`src/hw/rtl/vcls_pkg.sv`:
```
package vcls_pkg;

  localparam int CompW   = 16;
  localparam int LimW    = 15;
  localparam int SumW    = 32;
  localparam int MagW    = 16;
  localparam int ProdW   = LimW + CompW;
  localparam int CfgIdxW = 1;

  localparam logic [CfgIdxW-1:0] CfgHorizLimit = 1'b0;
  localparam logic [CfgIdxW-1:0] CfgVertLimit  = 1'b1;

  localparam logic [LimW-1:0] HorizLimitReset = 15'd256;
  localparam logic [LimW-1:0] VertLimitReset  = 15'd256;

  localparam int QueueDepth = 4;

  // scaling mode chosen by the front part
  typedef enum logic [1:0] {
    MODE_ZERO  = 2'd0,
    MODE_SCALE = 2'd1,
    MODE_VERT  = 2'd2
  } mode_t;

  // classified request handed from front to back
  typedef struct packed {
    mode_t                   mode;
    logic                    en_z;
    logic signed [CompW-1:0] x;
    logic signed [CompW-1:0] y;
    logic signed [CompW-1:0] z;
    logic [LimW-1:0]         lim;
    logic [MagW:0]           mag;
  } job_t;

endpackage

```
`src/hw/rtl/vcls_queue.sv`:
```
// small request fifo between front and back
module vcls_queue #(
  parameter int Depth = vcls_pkg::QueueDepth
) (
  input  logic           clk,
  input  logic           rst_n,
  input  logic           wr_en,
  input  vcls_pkg::job_t wr_data,
  input  logic           rd_en,
  output logic           rd_valid,
  output vcls_pkg::job_t rd_data,
  output logic [$clog2(Depth+1)-1:0] count
);
  import vcls_pkg::*;

  localparam int AW = $clog2(Depth);

  job_t            mem_r [Depth];
  logic [AW-1:0]   wp_r, rp_r;
  logic [$clog2(Depth+1)-1:0] cnt_r;

  always_ff @(posedge clk) begin
    if (wr_en) begin
      mem_r[wp_r] <= wr_data;
    end
  end

  always_ff @(posedge clk) begin
    if (!rst_n) begin
      wp_r  <= '0;
      rp_r  <= '0;
      cnt_r <= '0;
    end else begin
      if (wr_en) begin
        wp_r <= (wp_r == AW'(Depth - 1)) ? '0 : wp_r + 1'b1;
      end
      if (rd_en) begin
        rp_r <= (rp_r == AW'(Depth - 1)) ? '0 : rp_r + 1'b1;
      end
      cnt_r <= cnt_r + (wr_en ? 1'b1 : 1'b0) - (rd_en ? 1'b1 : 1'b0);
    end
  end

  assign rd_valid = (cnt_r != '0);
  assign rd_data  = mem_r[rp_r];
  assign count    = cnt_r;

endmodule

```
`config.mk`:
```
export PLATFORM = sky130hd
export DESIGN_NAME = vcls_queue
export DESIGN_NICKNAME = d
export VERILOG_FILES = /design/src/hw/rtl/vcls_pkg.sv /design/src/hw/rtl/vcls_queue.sv
export SDC_FILE = /design/constraint.sdc
export NUM_CORES = 1
export LEC_CHECK = 0
export BUFFER_PORTS_ARGS = -buffer_cell sky130_fd_sc_hd__buf_4
export CAP_MARGIN = 30
export CORE_MARGIN = 1
export CORE_UTILIZATION = 45
export CTS_CLUSTER_DIAMETER = 50
export CTS_CLUSTER_SIZE = 12
export DETAILED_ROUTE_END_ITERATION = 10
export PLACE_DENSITY_LB_ADDON = 0.05
export SLEW_MARGIN = 20
export SYNTH_ARGS = -nofsm -noshare
export SYNTH_HDL_FRONTEND = slang
export SYNTH_SLANG_ARGS = --single-unit
```
`constraint.sdc`:
```
create_clock -name clk -period 4.5 [get_ports clk]
set_input_delay 0.675 -clock clk [delete_from_list [all_inputs] [get_ports clk]]
set_output_delay 0.675 -clock clk [all_outputs]
set_load 0.01 [all_outputs]
```
Yosys cells after proc, flatten, opt, wreduce, memory -nomap -nowiden
Memories as Yosys holds them, arrays and structs flattened. A register that Yosys moved wholly into a read port is not among the register bits.
Index checks and enable logic that the tools add are counted.
- muxes and demuxes: 8
- $add $sub $neg: 4
- reduce and logical (&&, ||, !) cells: 1
- equal/unequal tests: 2
- operators by type and width (kind ; count):
    $mux 2 ; 4
    $add 2x1->2 const B ; 2
    $eq 2x2->1 const B ; 2
    $mux 1 ; 4
    $add 3x1->3 ; 1
    $reduce_bool 3->1 ; 1
    $sub 3x1->3 ; 1
- logic and storage cells: 19
- memories: 1
- RAM bits: 332
- bits in registers: 7
- output and inout port bits: 87
- memories (name ; words ; bits a word ; read ports ; clocked after memory_dff ; write ports ; RTL line ; source):
    mem_r ; 4 ; 83 ; 1 ; 1 ; 1 ; vcls_queue.sv:18 ; job_t mem_r [Depth];

Longest topological paths before layout
- word-level depth: 4
- depth in mapped cells: 8
- mapped depth without buffers: 8

Least setup slack after synthesis
No wires, ideal clock.
- path kind: input -> register
- from: input wr_en
- to: memory mem_r[0][0] (netlist name) (enable)
- path buffers: 0
- setup time: 0.450 ns
- required time: 4.050 ns
- stages: 1
- slack: 1.445 ns
- arrival: 2.605 ns
- cell sequence: and2_1
- word-level cells in the longest chain between the ends: 2
- RTL lines (element ; RTL line ; source):
    from (decl) ; vcls_queue.sv:7 ; input logic wr_en,
    $mux 1 ; vcls_queue.sv:23 ; if (wr_en) begin
    $mux 1 (implied by the code) ; vcls_queue.sv:24 ; mem_r[wp_r] <= wr_data;
    to (decl) ; vcls_queue.sv:18 ;
Every way passes these cells.

==> impl_summary.md <==
Logic synthesis
The commonest cells after synthesis are 332 x sky130_fd_sc_hd__edfxtp_1, 83 x sky130_fd_sc_hd__mux4_2, 9 x sky130_fd_sc_hd__buf_2, 9 x sky130_fd_sc_hd__dfxtp_1, 8 x sky130_fd_sc_hd__buf_6. The most area-hungry cell type in the Yosys netlist is sky130_fd_sc_hd__edfxtp_1. Ranked by total cell area, the synthesized netlist is headed by sky130_fd_sc_hd__edfxtp_1 80%, sky130_fd_sc_hd__mux4_2 15%, sky130_fd_sc_hd__dfxtp_1 1.5%, sky130_fd_sc_hd__buf_6 0.73%, sky130_fd_sc_hd__ha_1 0.71%. After synthesis the cells add up to 12,400 sq um. Synthesis instantiated 17 different standard cells from the library. The most frequently used flop master after synthesis is sky130_fd_sc_hd__edfxtp_1. The number of synthesis warnings is 0. After technology mapping, the gate count stands at 475.

Summing the sequential cell areas from Yosys gives 81.7% of the chip area. The share of synthesized area in the top cell type comes to 80.2%. Each instance of the synthesized netlist takes up on average 26.2 sq um. The async set-reset flop share out of synthesis is 0%. The cell with the most instances after synthesis is sky130_fd_sc_hd__edfxtp_1. The number of enable-type register cells in the synthesized netlist is 332. The number of synthesized register bits is 341. The number of nets produced by synthesis is 570.

CTS
The clock passes through at most 3 buffers. TritonCTS built the clock tree. The clock root buffer is sky130_fd_sc_hd__clkbuf_16. For the worst-skew pair, the clock arrives at the later sink with an insertion delay of 490 ps. Gates resized during post-CTS repair numbered 0. CTS built an H-tree with a depth of 2. The number of clock buffers added by TritonCTS is 37. After clock tree synthesis, the flow added hold-fix buffers numbering 0. The count of clock tree sinks is 341.

After clock tree synthesis, the setup repair step added 0 buffers. Clock-pin slew was measured on the worst setup and hold paths at 60 ps.

Die
After floorplanning, the core was divided into 60 placement rows. The core outline area is 27,000 sq um. In this run the vertical extent of the chip is 168 microns. Once the floorplan was initialized, standard cells occupied 46.0% of the core. The floorplan step defined a die boundary enclosing 28,300 sq um.

In this run the horizontal extent of the chip is 168 microns. In this run the count of I/O pins placed on the die edge is 174.

Final layout
The area added between synthesis and finish is 22.3%. Summing all flip-flop and latch instances after layout gives 10,200 sq um. The area occupied by multi-input gates is 2120 sq um. 0 antenna diodes ended up in the layout.

For this run, the post-layout net count is 776. The post-route netlist has 46.1% of its cells at a drive strength greater than 1. After filler insertion, the fill cell instance count of the layout stands at 2,039.

STA
Based on the critical path, the design can be clocked at up to 322 MHz. The final setup violation count is 0. Summed over all failing endpoints, the final setup total negative slack is 0 ps. The number of pins exceeding their max-slew limit in the final report is 0. The minimum period implied by the final worst setup slack is 3110 ps. The largest clock skew in the final design is 7.08 ps. The worst path uses 69.1% of the clock period. Setup repair after global routing left no endpoint under its margin.

The count of final hold-check violations is 0. The actual transition at the worst max-transition pin is 703 ps. The worst-case headroom to the max-slew limit is 53.1%.

Setup path
The largest single stage delay on the critical path is 750 ps. The arrival time of the worst setup path is 2430 ps. The startpoint class of the critical path is a flip-flop. For this design, the slowest cell found on the critical path is sky130_fd_sc_hd__dfxtp_4. In this run the critical register-to-register path is launched from wp_r[0]. The maximum fanout count along the critical path is 29. The count of buffer and inverter cells on the critical path is 2. The setup path with the least slack is of type reg -> out. At the worst endpoint, the required time is 3830 ps. The cell that appears most often on the critical path is sky130_fd_sc_hd__buf_4. The type of destination of the critical path is an output pin. The top cell family by delay on the critical path is flip-flops. Walking the worst path, the cells encountered are buf_4, mux4_2, buf_4.

Min path
In this run the most critical hold path is launched from wr_data[57]. The path class of the tightest hold or removal check is in -> reg.

Detailed routing
The average via count per standard cell is 5.32. In the routed design, unresolved DRC markers number 0. In this run the remaining antenna-violating nets after routing total 0. The average routed wire per standard cell is 21.7 microns. The wire length after detailed routing is 22,600 microns. The pre-antenna-repair detailed-routing pass consisted of 4 iterations. Across all layers, the routed design uses 5,530 vias. For this block, the initial DRC count from the detailed router was 243.

Flow run
The number of max-cap violations is 0.

Pwr
VDD sags by at most 0.349 mV. The switching power is 0.00145 W. Power spread over the standard cell area amounts to 463 nW/um^2.

The total power is 0.00704 W. For this design the static power due to leakage is 5.15 nW. Per report_power, the clock group accounts for 38.4% of the total.

Of the total power, registers draw 52.4%. In this run switching power makes up 20.6% of total power. The internal power of the cells totals 0.00559 W. The combinational share of power is 9.3%.

Status
The run finished with clean final reports.

Global routing
The total overflow left after global routing is 0. The number of global-route vias before repair is 5,959. The number of antenna violations at the first check in global routing is 1. The overall fraction of global-route tracks in use is 16.4%.

The first global-routing pass estimated 34,400 microns of wire. Entering global routing, the biggest net connects 46 pins.

Placement
The port buffer count is 173. The HPWL after detailed placement is 13,800 microns. The weighted congestion reported at the end of routability-driven placement is 0.688.
[cell families after synthesis]
group / synth area share [%]
flip-flops: 81.7
multiplexers: 15.2
buffers and inverters: 1.30
AND/OR/NAND/NOR: 0.665
adder cells (fa/ha/maj): 0.866
AO/OA/AOI/OAI: 0.0806
XOR/XNOR: 0.181
[final timing paths]
check,cells past startpoint,slack (ps),end
max reg2reg,4,2470,mem_r[0][31]
min,1,380,mem_r[0][57]
max,3,1390,rd_data[62]
min reg2reg,2,520,flip-flop
[through the flow]
stage / utilization [%] / hold slack, ps / setup WS [ps] / instance area [sq um] / std cells
6_report: 56.2 / 376 / 1390 / 15200 / 1039
3_3_place_gp: 52.3 / 480 / 1810 / 14100 / 983
4_1_cts: 56.2 / 350 / 1260 / 15200 / 1039
5_1_grt: 56.2 / 353 / 1170 / 15200 / 1039
3_5_place_dp: 52.3 / 507 / 1800 / 14100 / 983
2_1_floorplan: - / 476 / 1440 / 12400 / 475
[registers in the layout (all words and copies together), names as in the netlist, named ones only]
register  cells
wp_r          2
count         3
rp_r          2
mem_r       332
[power by group through the flow]
stage | Sequential (W) | Clock, W | Combinational (W)
after floorplan | 0.00373 | 0 | 0.000351
after global placement | 0.00375 | 0 | 0.000657
after detailed placement | 0.00376 | 0 | 0.000667
after CTS | 0.00369 | 0.00278 | 0.000669
after global routing | 0.00370 | 0.00288 | 0.000701
final | 0.00369 | 0.00270 | 0.000651
[metal layers]
layer / global-route usage (%) / up-vias / share of wire [%]
li1: - / 2442 / -
met1: 20.2 / 2896 / 41
met2: 28.0 / 151 / 50
met3: 5.03 / 39 / 7.1
met4: 4.82 / 2 / 1.9
met5: 0 / - / 0.062
[cell usage in the layout (no fill, tap or decap), drive strengths merged]
cell and count:
fa 1, nand2b 2, buf 185, mux2i 2, bufinv 2, a21oi 2
clkbuf 44, edfxtp 332, mux4 83, or3b 2, or3 1, ha 7
inv 7, clkinv 8, clkinvlp 1, nor2 4, xnor3 1, and2 5
dfxtp 9
[cell type report]
cell class                 instances  share of cell area (%)
clock buffer                      44                    6.27
clock inverter                    12                   0.741
inverter                           6                   0.148
multi-input combinational        110                    14.0
sequential                       341                    66.8
tap                              341                    2.81
timing repair buffer             185                    9.22
No activity file was read; power rests on OpenSTA's default activity.
