--- src/hw/rtl/vcls_pkg.sv ---
package vcls_pkg;

  localparam int CompW   = 16;
  localparam int LimW    = 15;
  localparam int SumW    = 32;
  localparam int MagW    = 16;
  localparam int ProdW   = LimW + CompW;
  localparam int CfgIdxW = 1;

  localparam logic [CfgIdxW-1:0] CfgHorizLimit = 1'b0;
  localparam logic [CfgIdxW-1:0] CfgVertLimit  = 1'b1;

  localparam logic [LimW-1:0] HorizLimitReset = 15'd256;
  localparam logic [LimW-1:0] VertLimitReset  = 15'd256;

  localparam int QueueDepth = 4;

  // scaling mode chosen by the front part
  typedef enum logic [1:0] {
    MODE_ZERO  = 2'd0,
    MODE_SCALE = 2'd1,
    MODE_VERT  = 2'd2
  } mode_t;

  // classified request handed from front to back
  typedef struct packed {
    mode_t                   mode;
    logic                    en_z;
    logic signed [CompW-1:0] x;
    logic signed [CompW-1:0] y;
    logic signed [CompW-1:0] z;
    logic [LimW-1:0]         lim;
    logic [MagW:0]           mag;
  } job_t;

endpackage

--- src/hw/rtl/vcls_isqrt.sv ---
// pipelined integer square root, one result bit per stage
module vcls_isqrt (
  input  logic                         clk,
  input  logic                         adv,
  input  logic [vcls_pkg::SumW-1:0]    rad,
  output logic [vcls_pkg::MagW-1:0]    root
);
  import vcls_pkg::*;

  localparam int Stages = MagW;

  logic [SumW-1:0] rem_r [Stages+1];
  logic [MagW-1:0] res_r [Stages+1];

  always_comb begin
    rem_r[0] = rad;
    res_r[0] = '0;
  end

  // bit Stages-1-k of the root is decided in stage k, msb first
  for (genvar s = 0; s < Stages; s++) begin : g_stage
    localparam int B = Stages - 1 - s;
    logic [SumW+1:0] trial;
    logic [SumW-1:0] rem_nxt;
    logic [MagW-1:0] res_nxt;
    logic [SumW-1:0] rem_q;
    logic [MagW-1:0] res_q;
    always_comb begin
      trial = ({2'b00, SumW'(res_r[s])} << (B + 1)) + ({{(SumW+1){1'b0}}, 1'b1} << (2 * B));
      if ({2'b00, rem_r[s]} >= trial) begin
        rem_nxt = rem_r[s] - trial[SumW-1:0];
        res_nxt = res_r[s] | (MagW'(1) << B);
      end else begin
        rem_nxt = rem_r[s];
        res_nxt = res_r[s];
      end
    end
    always_ff @(posedge clk) begin
      if (adv) begin
        rem_q <= rem_nxt;
        res_q <= res_nxt;
      end
    end
    always_comb begin
      rem_r[s+1] = rem_q;
      res_r[s+1] = res_q;
    end
  end

  assign root = res_r[Stages];

endmodule

--- src/hw/rtl/vcls_front.sv ---
// front part: magnitudes, limit choice, classification
module vcls_front (
  input  logic                              clk,
  input  logic                              rst_n,
  input  logic                              adv,
  input  logic                              in_valid,
  input  logic signed [vcls_pkg::CompW-1:0] in_dir_x,
  input  logic signed [vcls_pkg::CompW-1:0] in_dir_y,
  input  logic signed [vcls_pkg::CompW-1:0] in_dir_z,
  input  logic [vcls_pkg::LimW-1:0]         hl,
  input  logic [vcls_pkg::LimW-1:0]         vl,
  output logic                              job_valid,
  output vcls_pkg::job_t                    job
);
  import vcls_pkg::*;

  localparam int Lat = MagW + 1;

  // square sum stage
  logic [SumW-1:0] sq_sum;
  logic [CompW-1:0] ax, ay;
  logic signed [CompW-1:0] xs_r [Lat+1];
  logic signed [CompW-1:0] ys_r [Lat+1];
  logic signed [CompW-1:0] zs_r [Lat+1];
  logic [LimW-1:0] hl_r [Lat+1];
  logic [LimW-1:0] vl_r [Lat+1];
  logic            vld_r [Lat+1];
  logic [SumW-1:0] sq_r;
  logic [MagW-1:0] hmag;

  assign ax = in_dir_x[CompW-1] ? CompW'(-in_dir_x) : in_dir_x;
  assign ay = in_dir_y[CompW-1] ? CompW'(-in_dir_y) : in_dir_y;
  assign sq_sum = SumW'(ax * ax) + SumW'(ay * ay);

  always_ff @(posedge clk) begin
    if (adv) begin
      sq_r     <= sq_sum;
      xs_r[0]  <= in_dir_x;
      ys_r[0]  <= in_dir_y;
      zs_r[0]  <= in_dir_z;
      hl_r[0]  <= hl;
      vl_r[0]  <= vl;
    end
  end

  always_ff @(posedge clk) begin
    if (!rst_n) begin
      vld_r[0] <= 1'b0;
    end else if (adv) begin
      vld_r[0] <= in_valid;
    end
  end

  vcls_isqrt u_isqrt (
    .clk  (clk),
    .adv  (adv),
    .rad  (sq_r),
    .root (hmag)
  );

  // side-band delay line matching the root
  for (genvar i = 0; i < Lat; i++) begin : g_dly
    always_ff @(posedge clk) begin
      if (adv) begin
        xs_r[i+1] <= xs_r[i];
        ys_r[i+1] <= ys_r[i];
        zs_r[i+1] <= zs_r[i];
        hl_r[i+1] <= hl_r[i];
        vl_r[i+1] <= vl_r[i];
      end
    end
    always_ff @(posedge clk) begin
      if (!rst_n) begin
        vld_r[i+1] <= 1'b0;
      end else if (adv) begin
        vld_r[i+1] <= vld_r[i];
      end
    end
  end

  // ratio compare and classification
  logic [CompW:0]   zmag;
  logic signed [CompW-1:0] zc;
  logic [ProdW:0]   lhs, rhs;
  job_t job_nxt;
  logic [ProdW:0] lhs_r, rhs_r;
  logic pre_vld_r;
  logic hz, zz;
  logic [CompW:0] zs_abs_q;
  logic [MagW-1:0] hmag_d;

  assign zc   = zs_r[Lat-1];
  assign zmag = zc[CompW-1] ? (CompW+1)'(-{zc[CompW-1], zc}) : {1'b0, zc};

  // align the root with the delayed side-band
  always_ff @(posedge clk) begin
    if (adv) begin
      zs_abs_q <= zmag;
      hmag_d   <= hmag;
    end
  end

  // pipeline the compare products one stage
  always_ff @(posedge clk) begin
    if (adv) begin
      lhs_r <= (ProdW+1)'(hl_r[Lat] * zs_abs_q);
      rhs_r <= (ProdW+1)'(vl_r[Lat] * hmag_d);
    end
  end

  logic [MagW-1:0] hmag_q;
  logic signed [CompW-1:0] xq, yq, zq;
  logic [LimW-1:0] hlq, vlq;
  logic [CompW:0] zmq;
  always_ff @(posedge clk) begin
    if (adv) begin
      hmag_q <= hmag_d;
      xq     <= xs_r[Lat];
      yq     <= ys_r[Lat];
      zq     <= zs_r[Lat];
      hlq    <= hl_r[Lat];
      vlq    <= vl_r[Lat];
      zmq    <= zs_abs_q;
    end
  end

  always_ff @(posedge clk) begin
    if (!rst_n) begin
      pre_vld_r <= 1'b0;
    end else if (adv) begin
      pre_vld_r <= vld_r[Lat];
    end
  end

  assign hz = (hmag_q != '0);
  assign zz = (zmq != '0);
  assign lhs = lhs_r;
  assign rhs = rhs_r;

  always_comb begin
    job_nxt.x    = xq;
    job_nxt.y    = yq;
    job_nxt.z    = zq;
    job_nxt.en_z = zz;
    job_nxt.mode = MODE_ZERO;
    job_nxt.lim  = hlq;
    job_nxt.mag  = {1'b0, hmag_q};
    if (hz && zz) begin
      job_nxt.mode = MODE_SCALE;
      if (lhs > rhs) begin
        job_nxt.lim = vlq;
        job_nxt.mag = zmq;
      end
    end else if (hz) begin
      job_nxt.mode = MODE_SCALE;
    end else if (zz) begin
      job_nxt.mode = MODE_VERT;
      job_nxt.lim  = vlq;
    end
  end

  assign job_valid = pre_vld_r;
  assign job       = job_nxt;

endmodule

--- config.mk ---
export PLATFORM = sky130hd
export DESIGN_NAME = vcls_front
export DESIGN_NICKNAME = d
export VERILOG_FILES = /design/src/hw/rtl/vcls_pkg.sv /design/src/hw/rtl/vcls_isqrt.sv /design/src/hw/rtl/vcls_front.sv
export SDC_FILE = /design/constraint.sdc
export NUM_CORES = 2
export LEC_CHECK = 0
export ABC_AREA = 1
export BUFFER_PORTS_ARGS = -buffer_cell sky130_fd_sc_hd__buf_2
export CORE_AREA = 5 5 688 690
export CTS_CLUSTER_SIZE = 20
export DETAILED_ROUTE_END_ITERATION = 10
export DIE_AREA = 0 0 693 695
export GPL_TIMING_DRIVEN = 0
export MAX_ROUTING_LAYER = met4
export PLACE_DENSITY_LB_ADDON = 0.1
export SYNTH_ARGS = -nofsm -noshare
export SYNTH_HDL_FRONTEND = slang
export SYNTH_SLANG_ARGS = --single-unit
--- constraint.sdc ---
create_clock -name clk -period 16.8 [get_ports clk]
set_input_delay 0.84 -clock clk [delete_from_list [all_inputs] [get_ports clk]]
set_output_delay 0.84 -clock clk [all_outputs]
set_load 0.005 [all_outputs]
==> Yosys cells after proc, flatten, opt, wreduce, memory -nomap -nowiden <==
Memories as Yosys holds them, arrays and structs flattened. A register that Yosys moved wholly into a read port is not among the register bits.
Cells that the tools add are included.
{ "op_classes": {"add_sub_neg": 34, "mul": 4, "div_mod_pow": 0, "n_lt_le_gt_ge": 17, "eq_ne": 0, "shift": 0, "mux": 50, "bitwise": 18, "reduce_logical": 4} }
{ "ops": {"columns": ["cell", "count"], "rows": [
  ["2-to-1 mux 32 bit", 16],
  [">= comparator 32 x 34 -> 1 bit", 15],
  ["subtractor 32 bit", 14],
  ["multiplier 16 x 16 -> 32 bit", 2],
  ["2-to-1 mux 15 bit", 4],
  ["2-to-1 mux 16 bit", 3],
  ["adder 31 x 29 -> 32 bit, second input constant", 1],
  ["adder 32 bit", 1],
  [">= comparator 32 x 31 -> 1 bit, second input constant", 1],
  ["greater-than comparator 32 x 31 -> 1 bit", 1],
  ["multiplier 15 x 17 -> 32 bit", 1],
  ["negator 16 bit", 2],
  ["subtractor 32 x 31 -> 32 bit, second input constant", 1],
  ["adder 30 x 27 -> 31 bit, second input constant", 1],
  ["multiplier 15 x 16 -> 31 bit", 1],
  ["adder 29 x 25 -> 30 bit, second input constant", 1],
  ["adder 28 x 23 -> 29 bit, second input constant", 1],
  ["adder 27 x 21 -> 28 bit, second input constant", 1],
  ["adder 26 x 19 -> 27 bit, second input constant", 1],
  ["adder 25 x 17 -> 26 bit, second input constant", 1],
  ["adder 24 x 15 -> 25 bit, second input constant", 1],
  ["adder 23 x 13 -> 24 bit, second input constant", 1],
  ["adder 22 x 11 -> 23 bit, second input constant", 1],
  ["2-to-1 mux 1 bit", 23],
  ["other kinds (13)", 32]
]} }
{ "word_totals": {"register_bits": 927, "latchBits": 0, "ram_bits": 1422, "rom_bits": 0, "input_bits": 82, "output_inout_bits": 84, "wordCells": 189, "mem_count": 6} }
{ "memory_table": {"columns": ["name", "depth", "word_bits", "rd", "rd_ports_with_merged_regs", "wr", "line_no", "source"], "rows": [
  ["xs_r", 18, 16, 18, 1, 18, "vcls_front.sv:22", "logic signed [CompW-1:0] xs_r [Lat+1];"],
  ["ys_r", 18, 16, 18, 1, 18, "vcls_front.sv:23", "logic signed [CompW-1:0] ys_r [Lat+1];"],
  ["zs_r", 18, 16, 18, 1, 18, "vcls_front.sv:24", "logic signed [CompW-1:0] zs_r [Lat+1];"],
  ["hl_r", 18, 15, 18, 0, 18, "vcls_front.sv:25", "logic [LimW-1:0] hl_r [Lat+1];"],
  ["vl_r", 18, 15, 18, 0, 18, "vcls_front.sv:26", "logic [LimW-1:0] vl_r [Lat+1];"],
  ["vld_r", 18, 1, 18, 1, 18, "vcls_front.sv:27", "logic vld_r [Lat+1];"]
]} }

==> Logic depth before layout (Yosys ltp) <==
{ "logic_depth": {"word_depth": 4, "ltp_mapped": 39, "mapped_depth_nobuf": 38} }

==> By module <==
A second synthesis with hierarchy kept.
{ "hier_totals": {"cells_unflattened": 9918, "hier_area_um2": 118374.8} }
{ "by_module_without_submodules": {"columns": ["module", "instances", "cells_per_inst", "area_each_um2", "seq_area_each_um2"], "rows": [
  ["vcls_front", 1, 6239, 84582.4, 49827.8],
  ["vcls_isqrt", 1, 3679, 33792.4, 18497.7]
]} }

==> Least setup slack after synthesis <==
No wires, ideal clock.
{ "synth_path": {"path_type": "input -> register", "start": "input port in_dir_y[0] (netlist bit)", "end": "register sq_r[27], data pin", "arrival_time_ps": 7861, "required_time_ps": 16542, "slack_ps": 8681, "path_stages": 32, "n_path_buf": 1, "cell_sequence": "clkinv_1 clkbuf_1 ha_1 nand4_1 inv_1 o21ai_0 nand2_2 clkinv_1 nor2_1 inv_1 fa_1 inv_1 fa_1 inv_1 fa_1 inv_1 fa_1 fa_1 fa_1 fa_1 inv_1 fa_1 inv_1 ha_1 nand2_1 inv_1 nand2_1 nor3_1 nand4_1 nand3_1 a21oi_1 xnor2_1"} }
{ "synth_between": {"elab_chain_len": 4} }
{ "synth_lines": {"columns": ["item", "line_no", "source"], "rows": [
  ["from (decl)", "vcls_front.sv:8", "input logic signed [vcls_pkg::CompW-1:0] in_dir_y,"],
  ["negator 16 bit", "vcls_front.sv:32", "assign ay = in_dir_y[CompW-1] ? CompW'(-in_dir_y) : in_dir_y;"],
  ["2-to-1 mux 16 bit *", "vcls_front.sv:32", null],
  ["multiplier 16 x 16 -> 32 bit *", "vcls_front.sv:33", "assign sq_sum = SumW'(ax * ax) + SumW'(ay * ay);"],
  ["adder 32 bit *", "vcls_front.sv:33", null],
  ["named net sq_sum[27]", "vcls_front.sv:20", "logic [SumW-1:0] sq_sum;"],
  ["to (signal assigned)", "vcls_front.sv:37", "sq_r <= sq_sum;"],
  ["to (decl)", "vcls_front.sv:28", "logic [SumW-1:0] sq_r;"]
]} }
Mark *: on every way through the listed nets, which the timed path passes. The rest lies on a longest branch.
A chain may end at the register's enable or synchronous reset.

==> Final worst setup path <==
{ "layout_path": {"start": "input port in_dir_y[0] (netlist bit)", "end": "register sq_r[19], data pin"} }
Same word-level chain as after synthesis.

==> results_dict.tcl <==
set metrics [dict create \
    synthAdderAreaFrac_pct 19.2 \
    synth_top_area_cell "edfxtp_1" \
    criticalPathCategory "primary input to flip-flop" \
    final-hold-violation-count 0 \
    io_buffers 165 \
    ctsLongestPathBuffers 4 \
    layout.nets 11100 \
    fin_crit_ns 9.69 \
    mostFrequentLayoutCells "edfxtp_1 (2274), inv_1 (1773), nand2_1 (1557)" \
    setup-violations-final 0 \
    avgSynthCellArea_um2 12.6 \
    tritoncts "yes" \
    max_slew.worst_pin.slew_ns 1.16 \
    nFillCells 47700 \
    cts_made_buffers 279 \
    rows 251 \
    root_buffer "clkbuf_16" \
    vias_per_cell 4.04 \
    netlist_instances 9217 \
    drt_wl_total_um 290000 \
    postRouteAntennaNets 0 \
    num_io_pins 166 \
    start_util_pct 24.9 \
    ys_seq_elements 2276 \
    drive_above_1_share_pct 7.91 \
    yosysWarnings 0 \
    die_h_um 695 \
    met1_length_um 128000 \
    synth_compound_area_share_pct 3.68 \
    synth.distinct_cells 72 \
    die_area_um2 482000 \
    synth_xor_xnor_area_share_pct 1.85 \
    grt_pass1_wl_um 445000 \
    rsz0062_at_grt "no" \
    synth_edf_count 2274 \
    cp-start-kind "primary input" \
    status "completed" \
    ys_seq_area_share_pct 58.9 \
    max_freq_mhz 103 \
    htreeDepth 5 \
    finalClockSkew_ns 0.0467 \
    final_max_slew_viol_count 0 \
    met3_length_um 9580 \
    hpwl_um 224000 \
    cp_slowest_cell "clkbuf_1" \
    clock_sinks 2276 \
    grt_usage_pct 12.4 \
    min_path_type "primary input to flip-flop" \
    core_area_um2 466000 \
    synth_top_family_by_area "adder cells" \
    drt_iter0_drc 3838 \
    grt_overflow 0 \
    worst_setup_path_end_kind "flip-flop" \
    yosysTopAreaCellShare_pct 58.8 \
    grt_pass1_vias 70500 \
    tns_ns 0 \
    firstDrtPassIters 7 \
    synth_area_leaders "edfxtp_1 (59%), fa_1 (13%), ha_1 (6.1%)" \
    dominantRegCellSynth "edfxtp_1" \
    antenna_found_initial 31 \
    timing.slew.headroom_pct 21.7 \
    post-cts-setup-buffers 0 \
    grt_start_max_net_pins 179 \
    clk_pin_slew_worst_paths_ns 0.06 \
    muxShareOfSynthArea_pct 0 \
    cp_max_fo 11 \
    gp_congestion 0.823 \
    syn-cell-area_um2 116000 \
    top_layer "met4" \
    final_common_cell "edfxtp_1" \
    synth_async_sr_flop_share_pct 0 \
    worstPathArrival_ns 10.32 \
    clk_latency_ns 0.90 \
    slowest_delay_ns 0.61 \
    yosys.area_share.simple_pct 9.87 \
    area_delta_synth_final_pct 15.8 \
    period_share_pct 57.7 \
    die_w_um 693 \
    wl_per_cell_um 17.9 \
    drv_cap 0 \
    crit_required_ns 17.42 \
    vias 65300 \
    met2WireLength_um 144000 \
    drcViolationCount 0 \
]
[metal layers]
layer	track usage, %	vias up
li1	-	31500
met3	1.71	436
met1	15.4	32300
met4	3.07	0
met2	21.2	1010
met5	-	-
[synth_stat cells (all sizes together) (7+ instances only)]
cell and n:
clkinv 7, or2 45, nand4 92, a21o 26, nand3 276, o211ai 11, xor2 150, fa 760
o22ai 15, inv 1791, a31o 7, a31oi 20, o21ai 269, nor4 71, buf 48, o2111ai 7
clkbuf 111, edfxtp 2274, nand2 1584, ha 566, a21boi 14, nand3b 17, nor3 79, a21oi 281
o21bai 31, nor2 520, o21a 7, xnor2 90
[registers in the layout, indices dropped and copies added, names as in the netlist, 17 cells and up]
name	cells
hl_r	270
vld_r	18
sq_r	32
zs_abs_q	17
lhs	32
vl_r	270
u_isqrt.g_stage.res_q	120
zs_r	287
u_isqrt.g_stage.rem_q	480
rhs	31
xs_r	288
ys_r	288
[what timing repair did]
action / 4_1_cts / 5_1_grt
resized for setup: 0 / 0
hold buffers: 34 / 0
hold endpoints to repair: 34 / 0
[per-stage QoR]
step / utilization [%] / setup slack (ns) / cells / instance area [µm²] / hold WS, ns
2_1_floorplan: - / 8.68 / 9241 / 116000 / 0.400
3_3_place_gp: 26.8 / -32.00 / 15600 / 125000 / 0.400
3_5_place_dp: 26.9 / 5.95 / 15600 / 125000 / 0.405
4_1_cts: 28.8 / 6.96 / 16100 / 134000 / 0.00243
5_1_grt: 28.8 / 6.63 / 16100 / 134000 / 0.0317
6_report: 28.8 / 7.11 / 16200 / 134000 / 0.140
[layout make-up]
class                      count  area (µm²)  area share (%)
clock buffer                 342        7320            5.45
timing repair buffer         215        1600            1.19
sequential                  2276       68300            50.8
buffer                       159         800           0.595
multi-input combinational   5008       40300            30.0
antenna                        4        10.0         0.00745
clock inverter               152        1520            1.13
tap                         6198        7750            5.77
inverter                    1798        6770            5.04
[logic make-up (layout without fill, tap and decap cells)]
kind of cell	count (synthesis)	after routing
compound gates	714	714
xor+xnor	242	242
fa+ha+maj	1326	1326
buf+inv	1957	2666
flops	2276	2276
other cells	2	30
simple gates	2700	2700
[critical path, delay by kind of cell]
| kind | cells | cell delay [ns] |
|---|---|---|
| AO/OA/AOI/OAI | 5 | 1.31 |
| buffers and inverters | 11 | 2.64 |
| adder cells (fa/ha/maj) | 10 | 4.72 |
| AND/OR/NAND/NOR | 7 | 0.76 |
[final timing paths]
kind	from	to	slack, ns	depth (start not counted)
worst max-delay path	in_dir_y[0]	sq_r[19]	7.11	33
worst min-delay path	hl[1]	hl_r[0][1]	0.14	1
worst min register to register	ys_r[7][0]	ys_r[8][0]	0.38	0
worst max register to register	hl_r[17][11]	lhs[25]	9.32	19
Power is left out: the tool's default activity adds up to more than one toggle a clock period on the data nets, which glitch-free logic cannot reach.
